## config.mk

```make
export PLATFORM = sky130hd
export DESIGN_NAME = byte_frame_deframer_unit
export DESIGN_NICKNAME = d
export VERILOG_FILES = /design/src/rtl/bfd_pkg.sv /design/src/rtl/bfd_front.sv /design/src/rtl/bfd_fifo.sv /design/src/rtl/bfd_back.sv /design/src/rtl/byte_frame_deframer_unit.sv
export SDC_FILE = /design/constraint.sdc
export NUM_CORES = 1
export LEC_CHECK = 0
export BUFFER_PORTS_ARGS = -buffer_cell sky130_fd_sc_hd__buf_2
export CORE_ASPECT_RATIO = 0.5
export CORE_UTILIZATION = 55
export DETAILED_ROUTE_END_ITERATION = 6
export GPL_ROUTABILITY_DRIVEN = 0
export PLACE_DENSITY = 0.75
export RECOVER_POWER = 50
export SLEW_MARGIN = 10
export SYNTH_ARGS = -nofsm -noshare
export SYNTH_HDL_FRONTEND = slang
export SYNTH_SLANG_ARGS = --single-unit
```

## constraint.sdc

```tcl
create_clock -name clk -period 6.14 [get_ports clk]
set_input_delay 0.614 -clock clk [delete_from_list [all_inputs] [get_ports clk]]
set_output_delay 0.614 -clock clk [all_outputs]
set_load 0.02 [all_outputs]
```

## src/rtl/bfd_pkg.sv

```systemverilog
`default_nettype none
// ----------------------------------------------------------------------------
// bfd_pkg
// Shared types and constants of the byte frame deframer: framing bytes,
// result kinds, register indexes and the item passed from front to back.
// ----------------------------------------------------------------------------
package bfd_pkg;

  localparam int BYTE_W       = 8;
  localparam int FRAME_LEN_W  = 16;
  localparam int CFG_INDEX_W  = 8;
  localparam int CFG_DATA_W   = 16;
  localparam int FIFO_DEPTH   = 4;
  localparam int QPTR_W       = $clog2(FIFO_DEPTH);
  localparam int QCNT_W       = $clog2(FIFO_DEPTH + 1);

  localparam logic [BYTE_W-1:0] START_BYTE = 8'h7f;
  localparam logic [BYTE_W-1:0] END_BYTE   = 8'h7e;

  localparam logic [CFG_INDEX_W-1:0] CFG_LENGTH_MODE  = 8'd0;
  localparam logic [CFG_INDEX_W-1:0] CFG_FIXED_LENGTH = 8'd1;

  typedef enum logic [1:0] {
    KIND_PAYLOAD = 2'd0,
    KIND_ACCEPT  = 2'd1,
    KIND_REJECT  = 2'd2
  } item_kind_t;

  typedef struct packed {
    item_kind_t              kind;
    logic [BYTE_W-1:0]       payload;
    logic [FRAME_LEN_W-1:0]  length;
  } bfd_result_t;

  typedef struct packed {
    logic              empty;
    logic              full;
    logic [QCNT_W-1:0] count;
  } bfd_qstat_t;

endpackage
`default_nettype wire

```

## src/rtl/bfd_front.sv

```systemverilog
`default_nettype none
// ----------------------------------------------------------------------------
// bfd_front
// Front end: holds the framing registers, tracks the frame phase for each
// accepted byte and emits payload and frame end items into the queue.
// ----------------------------------------------------------------------------
module bfd_front #(
  parameter int LENGTH_WIDTH = 16
) (
  input  wire logic                            clk,
  input  wire logic                            rst,
  input  wire logic                            accept,
  input  wire logic [bfd_pkg::BYTE_W-1:0]      rx_byte,
  input  wire logic                            cfg_we,
  input  wire logic [bfd_pkg::CFG_INDEX_W-1:0] cfg_index,
  input  wire logic [bfd_pkg::CFG_DATA_W-1:0]  cfg_data,
  output logic                                 push,
  output bfd_pkg::bfd_result_t                 push_data
);
  import bfd_pkg::*;

  typedef enum logic [2:0] {
    PH_HUNT    = 3'd0,
    PH_LEN_LO  = 3'd1,
    PH_LEN_HI  = 3'd2,
    PH_PAYLOAD = 3'd3,
    PH_TAIL    = 3'd4
  } phase_t;

  phase_t                  phase, phase_next;
  logic [LENGTH_WIDTH-1:0] bytes_left, bytes_left_next;
  logic [LENGTH_WIDTH-1:0] current_length, current_length_next;
  logic                    length_mode;
  logic [FRAME_LEN_W-1:0]  fixed_length;

  logic                    start_go;
  logic [LENGTH_WIDTH-1:0] start_len;
  logic [FRAME_LEN_W-1:0]  len_pair;
  logic [LENGTH_WIDTH-1:0] left_dec;

  assign len_pair = {rx_byte, current_length[BYTE_W-1:0]};
  assign left_dec = bytes_left - 1'b1;

  always_comb begin
    phase_next          = phase;
    bytes_left_next     = bytes_left;
    current_length_next = current_length;
    start_go            = 1'b0;
    start_len           = '0;
    push                = 1'b0;
    push_data.kind      = KIND_PAYLOAD;
    push_data.payload   = '0;
    push_data.length    = FRAME_LEN_W'(current_length);
    unique case (phase)
      PH_HUNT: begin
        if (rx_byte == START_BYTE) begin
          if (length_mode) begin
            current_length_next = '0;
            bytes_left_next     = '0;
            phase_next          = PH_LEN_LO;
          end else begin
            start_go  = 1'b1;
            start_len = fixed_length[LENGTH_WIDTH-1:0];
          end
        end
      end
      PH_LEN_LO: begin
        // narrow lengths fit in a single byte
        if (LENGTH_WIDTH <= BYTE_W) begin
          start_go  = 1'b1;
          start_len = LENGTH_WIDTH'(rx_byte);
        end else begin
          current_length_next = LENGTH_WIDTH'(rx_byte);
          phase_next          = PH_LEN_HI;
        end
      end
      PH_LEN_HI: begin
        start_go  = 1'b1;
        start_len = len_pair[LENGTH_WIDTH-1:0];
      end
      PH_PAYLOAD: begin
        push              = 1'b1;
        push_data.payload = rx_byte;
        bytes_left_next   = left_dec;
        if (left_dec == '0) begin
          phase_next = PH_TAIL;
        end
      end
      PH_TAIL: begin
        push           = 1'b1;
        push_data.kind = (rx_byte == END_BYTE) ? KIND_ACCEPT : KIND_REJECT;
        phase_next     = PH_HUNT;
        bytes_left_next = '0;
      end
      default: begin
        phase_next = PH_HUNT;
      end
    endcase
    if (start_go) begin
      current_length_next = start_len;
      bytes_left_next     = start_len;
      phase_next          = (start_len == '0) ? PH_TAIL : PH_PAYLOAD;
    end
  end

  always_ff @(posedge clk) begin
    if (rst) begin
      phase          <= PH_HUNT;
      bytes_left     <= '0;
      current_length <= '0;
      length_mode    <= 1'b0;
      fixed_length   <= '0;
    end else begin
      if (accept) begin
        phase          <= phase_next;
        bytes_left     <= bytes_left_next;
        current_length <= current_length_next;
      end
      if (cfg_we) begin
        case (cfg_index)
          CFG_LENGTH_MODE:  length_mode  <= cfg_data[0];
          CFG_FIXED_LENGTH: fixed_length <= cfg_data[FRAME_LEN_W-1:0];
          default: ;
        endcase
      end
    end
  end

endmodule
`default_nettype wire

```

## src/rtl/bfd_fifo.sv

```systemverilog
`default_nettype none
// ----------------------------------------------------------------------------
// bfd_fifo
// Short result queue between front and back, so that either side can stall
// without holding up the other.
// ----------------------------------------------------------------------------
module bfd_fifo (
  input  wire logic                 clk,
  input  wire logic                 rst,
  input  wire logic                 wr_en,
  input  wire bfd_pkg::bfd_result_t wr_data,
  input  wire logic                 rd_en,
  output bfd_pkg::bfd_result_t      rd_data,
  output bfd_pkg::bfd_qstat_t       status
);
  import bfd_pkg::*;

  bfd_result_t       entries [FIFO_DEPTH];
  logic [QPTR_W-1:0] wr_ptr;
  logic [QPTR_W-1:0] rd_ptr;
  logic [QCNT_W-1:0] count;

  assign rd_data      = entries[rd_ptr];
  assign status.count = count;
  assign status.empty = (count == '0);
  assign status.full  = (count == QCNT_W'(FIFO_DEPTH));

  always_ff @(posedge clk) begin
    if (wr_en) begin
      entries[wr_ptr] <= wr_data;
    end
  end

  always_ff @(posedge clk) begin
    if (rst) begin
      wr_ptr <= '0;
      rd_ptr <= '0;
      count  <= '0;
    end else begin
      if (wr_en) begin
        wr_ptr <= (wr_ptr == QPTR_W'(FIFO_DEPTH - 1)) ? '0 : wr_ptr + 1'b1;
      end
      if (rd_en) begin
        rd_ptr <= (rd_ptr == QPTR_W'(FIFO_DEPTH - 1)) ? '0 : rd_ptr + 1'b1;
      end
      unique case ({wr_en, rd_en})
        2'b10:   count <= count + 1'b1;
        2'b01:   count <= count - 1'b1;
        default: count <= count;
      endcase
    end
  end

endmodule
`default_nettype wire

```

## src/rtl/bfd_back.sv

```systemverilog
`default_nettype none
// ----------------------------------------------------------------------------
// bfd_back
// Back end: pops results from the queue into the output register and holds
// each one until the receiver takes the beat.
// ----------------------------------------------------------------------------
module bfd_back (
  input  wire logic                         clk,
  input  wire logic                         rst,
  input  wire bfd_pkg::bfd_qstat_t          qstat,
  input  wire bfd_pkg::bfd_result_t         head,
  output logic                              pop,
  output logic                              out_valid,
  input  wire logic                         out_stall,
  output logic [1:0]                        item_kind,
  output logic [bfd_pkg::BYTE_W-1:0]        payload_byte,
  output logic [bfd_pkg::FRAME_LEN_W-1:0]   frame_length
);
  import bfd_pkg::*;

  // load whenever the output register is empty or being drained
  assign pop = !qstat.empty && (!out_valid || !out_stall);

  always_ff @(posedge clk) begin
    if (rst) begin
      out_valid <= 1'b0;
    end else if (pop) begin
      out_valid <= 1'b1;
    end else if (!out_stall) begin
      out_valid <= 1'b0;
    end
  end

  always_ff @(posedge clk) begin
    if (pop) begin
      item_kind    <= head.kind;
      payload_byte <= head.payload;
      frame_length <= head.length;
    end
  end

endmodule
`default_nettype wire

```

## src/rtl/byte_frame_deframer_unit.sv

```systemverilog
`default_nettype none
// ----------------------------------------------------------------------------
// byte_frame_deframer_unit
// Extracts framed payloads from a received byte stream.
// ----------------------------------------------------------------------------
// Usage:
//   rx_byte comes in on in_valid/in_stall, one byte per beat. Bytes are
//   dropped until the start byte, then the length (two bytes, low first, in
//   length mode; the fixed_length register otherwise), the payload and the
//   end byte follow. Each payload byte gives a payload item; the end byte
//   gives an accepted or rejected item carrying the frame length.
//   Results leave on out_valid/out_stall through an output register.
//   Registers are written on cfg_valid/cfg_ready; cfg_ready is always high.
//   Throughput: one byte per cycle while in_stall is low. A result is valid
//   once its byte has been written into the queue and then loaded into the
//   output register. A four entry result queue sits between the byte
//   tracker and the output register; in_stall rises only while that queue
//   is full, which happens only when the receiver stalls.
//   Reset clears the registers, returns to hunting for the start byte and
//   empties the queue.
// ----------------------------------------------------------------------------
module byte_frame_deframer_unit #(
  parameter int LENGTH_WIDTH = 16
) (
  input  wire logic                            clk,
  input  wire logic                            rst,
  input  wire logic                            in_valid,
  output logic                                 in_stall,
  input  wire logic [bfd_pkg::BYTE_W-1:0]      rx_byte,
  output logic                                 out_valid,
  input  wire logic                            out_stall,
  output logic [1:0]                           item_kind,
  output logic [bfd_pkg::BYTE_W-1:0]           payload_byte,
  output logic [bfd_pkg::FRAME_LEN_W-1:0]      frame_length,
  input  wire logic                            cfg_valid,
  output logic                                 cfg_ready,
  input  wire logic [bfd_pkg::CFG_INDEX_W-1:0] cfg_index,
  input  wire logic [bfd_pkg::CFG_DATA_W-1:0]  cfg_data
);
  import bfd_pkg::*;

  logic        accept;
  logic        push;
  logic        pop;
  bfd_result_t push_data;
  bfd_result_t head;
  bfd_qstat_t  qstat;

  assign cfg_ready = 1'b1;
  assign in_stall  = qstat.full;
  assign accept    = in_valid && !in_stall;

  bfd_front #(
    .LENGTH_WIDTH (LENGTH_WIDTH)
  ) u_front (
    .clk       (clk),
    .rst       (rst),
    .accept    (accept),
    .rx_byte   (rx_byte),
    .cfg_we    (cfg_valid && cfg_ready),
    .cfg_index (cfg_index),
    .cfg_data  (cfg_data),
    .push      (push),
    .push_data (push_data)
  );

  bfd_fifo u_fifo (
    .clk     (clk),
    .rst     (rst),
    .wr_en   (push && accept),
    .wr_data (push_data),
    .rd_en   (pop),
    .rd_data (head),
    .status  (qstat)
  );

  bfd_back u_back (
    .clk          (clk),
    .rst          (rst),
    .qstat        (qstat),
    .head         (head),
    .pop          (pop),
    .out_valid    (out_valid),
    .out_stall    (out_stall),
    .item_kind    (item_kind),
    .payload_byte (payload_byte),
    .frame_length (frame_length)
  );

`ifndef SYNTHESIS
  a_queue_sane: assert property (@(posedge clk) disable iff (rst)
    !(qstat.full && qstat.empty))
    else $error("result queue both full and empty");

  a_pop_nonempty: assert property (@(posedge clk) disable iff (rst)
    pop |-> !qstat.empty)
    else $error("pop from empty result queue");

  a_count_up: assert property (@(posedge clk) disable iff (rst)
    (push && accept && !pop) |=> (qstat.count == $past(qstat.count) + 1'b1))
    else $error("result queue lost a write");

  a_out_drop: assert property (@(posedge clk) disable iff (rst)
    $fell(out_valid) |-> !$past(out_stall))
    else $error("output beat dropped while stalled");
`endif

endmodule
`default_nettype wire

```

# [Yosys cells after proc, flatten, opt, wreduce, memory -nomap -nowiden]
# Memories as Yosys holds them, arrays and structs flattened. A register that Yosys moved wholly into a read port is not among the register bits.
# Index checks and enable logic that the tools add are counted.
[totals] mem_count=1 ff_bits=60 ramBits=104 wordCells=83 out_inout_bits=29 inputBits=37
[op_classes] muxes=29 reduce_logical=22 n_addsub=5 eq_ne=17
[memory_table] name="u_fifo.entries" depth=4 word_bits=26 rd=1 rd_clocked_by_memory_dff=1 wr=1 line_no="bfd_fifo.sv:18" rtl="bfd_result_t entries [FIFO_DEPTH];"
[ops] op="$mux 16" n=6
[ops] op="$pmux 16 s2" n=2
[ops] op="$pmux 16 s3" n=1
[ops] op="$logic_not 16->1" n=2
[ops] op="$eq 8x7->1 const B" n=2
[ops] op="$sub 16x1->16 const B" n=1
[ops] op="$mux 3" n=5
[ops] op="$pmux 3 s4" n=1
[ops] op="$ne 3x1->1 const B" n=3
[ops] op="$eq 8x1->1 const B" n=1
[ops] op="$logic_not 8->1" n=1
[ops] op="$mux 2" n=4
[ops] op="$mux 8" n=1
[ops] op="$reduce_and 4->1" n=2
[ops] op="$mux 1" n=7
[ops] op="$eq 2x2->1 const B" n=3
[ops] op="$eq 3x2->1 const B" n=2
[ops] op="$eq 3x3->1 const B" n=2
[ops] op="$logic_not 3->1" n=2
[ops] op="$pmux 3 s2" n=1
[ops] op="$reduce_and 5->1" n=1
[ops] op="$add 2x1->2 const B" n=2
[ops] op="$logic_not 1->1" n=4
[ops] op="$ne 2x1->1 const B" n=2
[ops] op="other kinds (12)" n=15

# [Depth between registers and ports, before layout]
[logic_depth] word_depth=6 ltp_mapped=11 ltp_nobuf=10

# [Cells and area by module]
# A second synthesis with hierarchy kept.
[hier_totals] cells_unflattened=561 area_unflattened_um2=7858.8
[by_module_without_submodules] module="bfd_fifo" area_each_um2=4245.3 instances=1 seq_area_each_um2=3303.2 cells_each=184
[by_module_without_submodules] module="bfd_front" area_each_um2=2768.9 instances=1 seq_area_each_um2=1041.0 cells_each=343
[by_module_without_submodules] module="bfd_back" area_each_um2=818.3 instances=1 seq_area_each_um2=800.8 cells_each=30
[by_module_without_submodules] module="byte_frame_deframer_unit" area_each_um2=26.3 instances=1 seq_area_each_um2=0.0 cells_each=4

# [Least setup slack after synthesis]
# No wires, ideal clock.
[synth_timing] path_kind="input to register" startpoint="input out_stall" endpoint="register u_fifo.count[2]" setup_ps=70 arrival_time_ps=3490 path_buffers=0 required_time_ps=6070 stages=7 setup_slack_ps=2580 cell_sequence="a21oi_1 ha_1 inv_1 fa_1 xor2_1 or3_1 a21oi_1"
[synth_between] elab_chain_len=5 word_cells_on_any_way=7 cone_classes="2 x eq/ne; 1 x mux; 4 x reduce/logical"
[synth_lines] item="from (decl)" line_no="byte_frame_deframer_unit.sv:31" rtl="input wire logic out_stall,"
[synth_lines] item="$logic_not 1->1 (*)" line_no="bfd_back.sv:22" rtl="assign pop = !qstat.empty && (!out_valid || !out_stall);"
[synth_lines] item="$logic_or 1x1->1 (*)" line_no="bfd_back.sv:22"
[synth_lines] item="$logic_and 1x1->1 (*)" line_no="bfd_back.sv:22"
[synth_lines] item="$eq 2x1->1 or $eq 2x2->1 (tied branches)" line_no="bfd_fifo.sv:46" rtl="unique case ({wr_en, rd_en})"
[synth_lines] item="$pmux 3 s2 or $reduce_bool 2->1 (tied branches)"
[synth_lines] item="to (signal assigned)" line_no="bfd_fifo.sv:47" rtl="2'b10: count <= count + 1'b1;"
[synth_lines] item="to (signal assigned)" line_no="bfd_fifo.sv:48" rtl="2'b01: count <= count - 1'b1;"
[synth_lines] item="to (signal assigned)" line_no="bfd_fifo.sv:49" rtl="default: count <= count;"
[synth_lines] item="to (decl)" line_no="bfd_fifo.sv:21" rtl="logic [QCNT_W-1:0] count;"
# Every way passes the cells marked *; elsewhere a longest branch is shown, timed or not.
# A chain may end at the register's enable or synchronous reset.

# [Worst setup path in the final report]
[layout_timing] startpoint="register u_front.phase[1]" endpoint="register u_fifo.count[2]"
[layout_between] elab_chain_len=6 word_cells_on_any_way=9 cone_classes="4 x eq/ne; 2 x mux; 3 x reduce/logical"
[layout_lines] item="from (decl)" line_no="bfd_front.sv:30" rtl="phase_t phase, phase_next;"
[layout_lines] item="from (signal assigned)" line_no="bfd_front.sv:115" rtl="phase <= phase_next;"
[layout_lines] item="$eq 3x2->1 or $eq 3x3->1 (tied branches)" line_no="bfd_front.sv:54" rtl="unique case (phase)"
[layout_lines] item="$reduce_or 2->1 (no source line) (*)"
[layout_lines] item="$mux 1 (*)" line_no="bfd_front.sv:54"
[layout_lines] item="$logic_and 1x1->1 (*)" line_no="byte_frame_deframer_unit.sv:70" rtl=".wr_en (push && accept),"
[layout_lines] item="$eq 2x1->1 or $eq 2x2->1 (tied branches)" line_no="bfd_fifo.sv:46"
[layout_lines] item="$pmux 3 s2 or $reduce_bool 2->1 (tied branches)"
# Marks and branches as above.

==> results.toml <==
[worst_setup_path]
required_ns = 6.45
endpoint_kind = "register"
max_stage_delay_ns = 0.72
r2r-start = "u_front.phase[1]"
r2r_cells = 9
crit_chain = "nand3b_1, a21oi_1, inv_1, ha_1, inv_1, fa_1, xor2_1, or3_1, a21oi_1"
startpoint = "u_front.phase[1]"
start_kind = "register"
ff2ff_setup_slack_ns = 2.98
cp_slowest_cell = "a21oi_1"
path_buf_inv = 2
cp-endpoint = "u_fifo.count[2]"
path_depth = 9
reg2reg_to = "u_fifo.count[2]"
critical-path-top-delay-family = "simple AND/OR/NAND/NOR gates"
crit_fanout = 19
critPathArrivalTime_ns = 3.47
critPathKind = "register to register"

[grt]
antenna_found_initial = 0
grt_util_all_layers_pct = 24.98
grt_pass1_wl_um = 26920
grt_pass1_vias = 4811
grt_max_degree = 61
grt-ovfl-total = 0

[routing]
routed_via_density = 6.041
firstDrtPassIters = 5
dr.first_iter.drc_count = 786
wl_per_cell_um = 20.46
drcViolationCount = 0
via_count = 5050
routed_wl_um = 17110
ant_nets = 0

[clock_network]
cts_sinks = 190
post_cts_resized = 0
clk_root_buffer_cell = "clkbuf_16"
hold_buffers = 0
cts_buffer_depth = 2
clkTransAtPathRegs_ns = 0.07
clock_latency_ns = 0.43
cts-htree-levels = 4
cts_made_buffers = 17
cts_setup_buffers = 0
cts_tree = "built"

[synth]
synth_fp_nets = 620
synth_edf_count = 130
syn_inst = 574
synth.ff_latch_count = 190
ys_types = 54
ys_async_sr_fraction_pct = 0
ys.flop_type = "edfxtp_1"
yosysSeqAreaShare_pct = 64.99
synthesis.area_mm2 = 0.007855
yosys_warnings = 0
syn-mean-instance-area_um2 = 13.68

[layout]
multi_input_area_mm2 = 0.002565
final_common_cell = "edfxtp_1"
drive_gt1_share_pct = 16.93
nets = 677
stdcell_count = 836
fillerInstances = 1018
utilization_pct = 64.50
regArea_mm2 = 0.005105
n_antenna_cell = 0
area_growth_pct = 12.81
final_cell_mix = "edfxtp_1, nor2_1, dfxtp_1"

[floorplan]
die_h_um = 86.51
die_area_mm2 = 0.01479
die_w_um = 171.0
core_mm2 = 0.01374
row_count = 30
start_util_pct = 57.18
pin_count = 66

[power]
power_density_mw_per_mm2 = 381.4
netSwitchingPower_mw = 1.067
swShare_pct = 31.56
ir_worst_vdd_mv = 0.1460
p_comb_share_pct = 18.5
p_leak_nw = 3.132
seqPwrFrac_pct = 49.3
p_int_mw = 2.313
p_clk_share_pct = 32.1

[status]
status = "finished, violations left"
violations = "capacitance limit, slew limit"

[sta]
holdWs_ns = 0.4111
hold_viol = 0
layout_min_cycle_time_ns = 3.159
tightest_slew_ns = 2.734
setup_viol = 0
finalSetupTns_ns = 0
fin_crit_sh_pct = 51.45
fmax_ghz = 0.3165
rsz0062_at_grt = "no"
slew_headroom_pct = -82.28
maxSlewViolCount = 91
skew_ns = 0.01003

[placement]
dp.cells = 804
io_buffers = 64
dp.final_hpwl_um = 10900

[worst_hold_path]
hp-class = "input pin to register"

[run]
cap_violations = 2
## power groups by stage
stage	Clock (mW)	Combinational [mW]	Sequential, mW
floorplan	0	0.377	1.75
CTS	1.09	0.651	1.67
finish	1.09	0.626	1.67
global route	1.15	0.680	1.69
global placement	0	0.627	1.69
detailed placement	0	0.641	1.69
## synthesized netlist by cell type (all sizes together) (5+ instances only)
cell	number	area [um2]
and2	13	81.33
inv	11	41.29
a21oi	23	115.1
nor4	13	81.33
a311oi	7	61.31
edfxtp	130	3904
mux4	26	585.6
dfxtp	60	1201
nor2	65	251.5
nor3	16	85.08
mux2i	20	200.2
a211oi	12	90.09
ha	8	100.1
a22oi	20	150.1
nand3	6	30.03
nand2	32	120.1
clkbuf	19	71.32
buf	13	83.82
or3	5	31.28
o21ai	26	130.1
## kinds of logic (layout without fill, tap and decap cells)
group           count (synthesis)  in the layout  synth area share [%]
flops                         190            190                 64.99
simple gates                  172            172                 11.36
compound gates                110            110                 9.239
mux                            46             46                 10.00
buf+inv                        43            113                 2.501
fa+ha+maj                       9              9                 1.529
xor+xnor                        3              3                0.3346
other cells                     1              1               0.04774
## cell type report
cell class / instances / area share, %
clock buffers: 17 / 4.801
clock inverters: 15 / 1.737
inverters: 11 / 0.4660
multi-input cells: 341 / 28.95
flip-flops and latches: 190 / 57.61
well taps: 192 / 2.711
repair buffers: 70 / 3.728
## layer usage
metal | global-route usage [%] | part of all wire (%) | vias up
li1 | - | - | 2328
met4 | 9.903 | 2.7 | 0
met1 | 34.68 | 44 | 2446
met5 | 0 | 0 | -
met3 | 5.434 | 7.5 | 28
met2 | 38.88 | 45 | 248
## through the flow
step           setup slack (ns)  total power [mW]  area [um2]
2_1_floorplan             2.580             2.130        7855
3_3_place_gp              3.157             2.314        8318
3_5_place_dp              3.087             2.331        8318
4_1_cts                   3.102             3.411        8897
5_1_grt                   2.793             3.515        8861
6_report                  2.981             3.379        8861
## flip-flops by register name, summed over array words and instances, names as in the netlist
| register | cells |
|---|---|
| u_front.fixed_length | 16 |
| u_front.bytes_left | 16 |
| u_front.phase | 3 |
| u_fifo.count | 3 |
| u_fifo.rd_ptr | 2 |
| u_back.item_kind | 2 |
| u_fifo.entries | 104 |
| u_front.current_length | 16 |
| u_back.out_valid | 1 |
| u_fifo.wr_ptr | 2 |
| u_back.frame_length | 16 |
| u_front.length_mode | 1 |
| u_back.payload_byte | 8 |
## worst min-delay path, stage by stage
cell,delay (ns)
buf_2,0.07
mux2i_1,0.05
nor2_1,0.07
## how the worst min path moves through the flow
stage                                        from                        to  slack, ns  cells past startpoint
after floorplan           u_front.fixed_length[8]   u_front.fixed_length[8]       0.45                      2
after global placement            u_fifo.count[2]           u_fifo.count[2]       0.49                      2
after detailed placement    u_front.bytes_left[9]     u_front.bytes_left[9]       0.50                      2
after CTS                             cfg_data[6]   u_front.fixed_length[6]       0.40                      3
after global routing                 cfg_data[11]  u_front.fixed_length[11]       0.41                      3
final                                 cfg_data[1]   u_front.fixed_length[1]       0.41                      3
(Power assumes the default switching activity.)
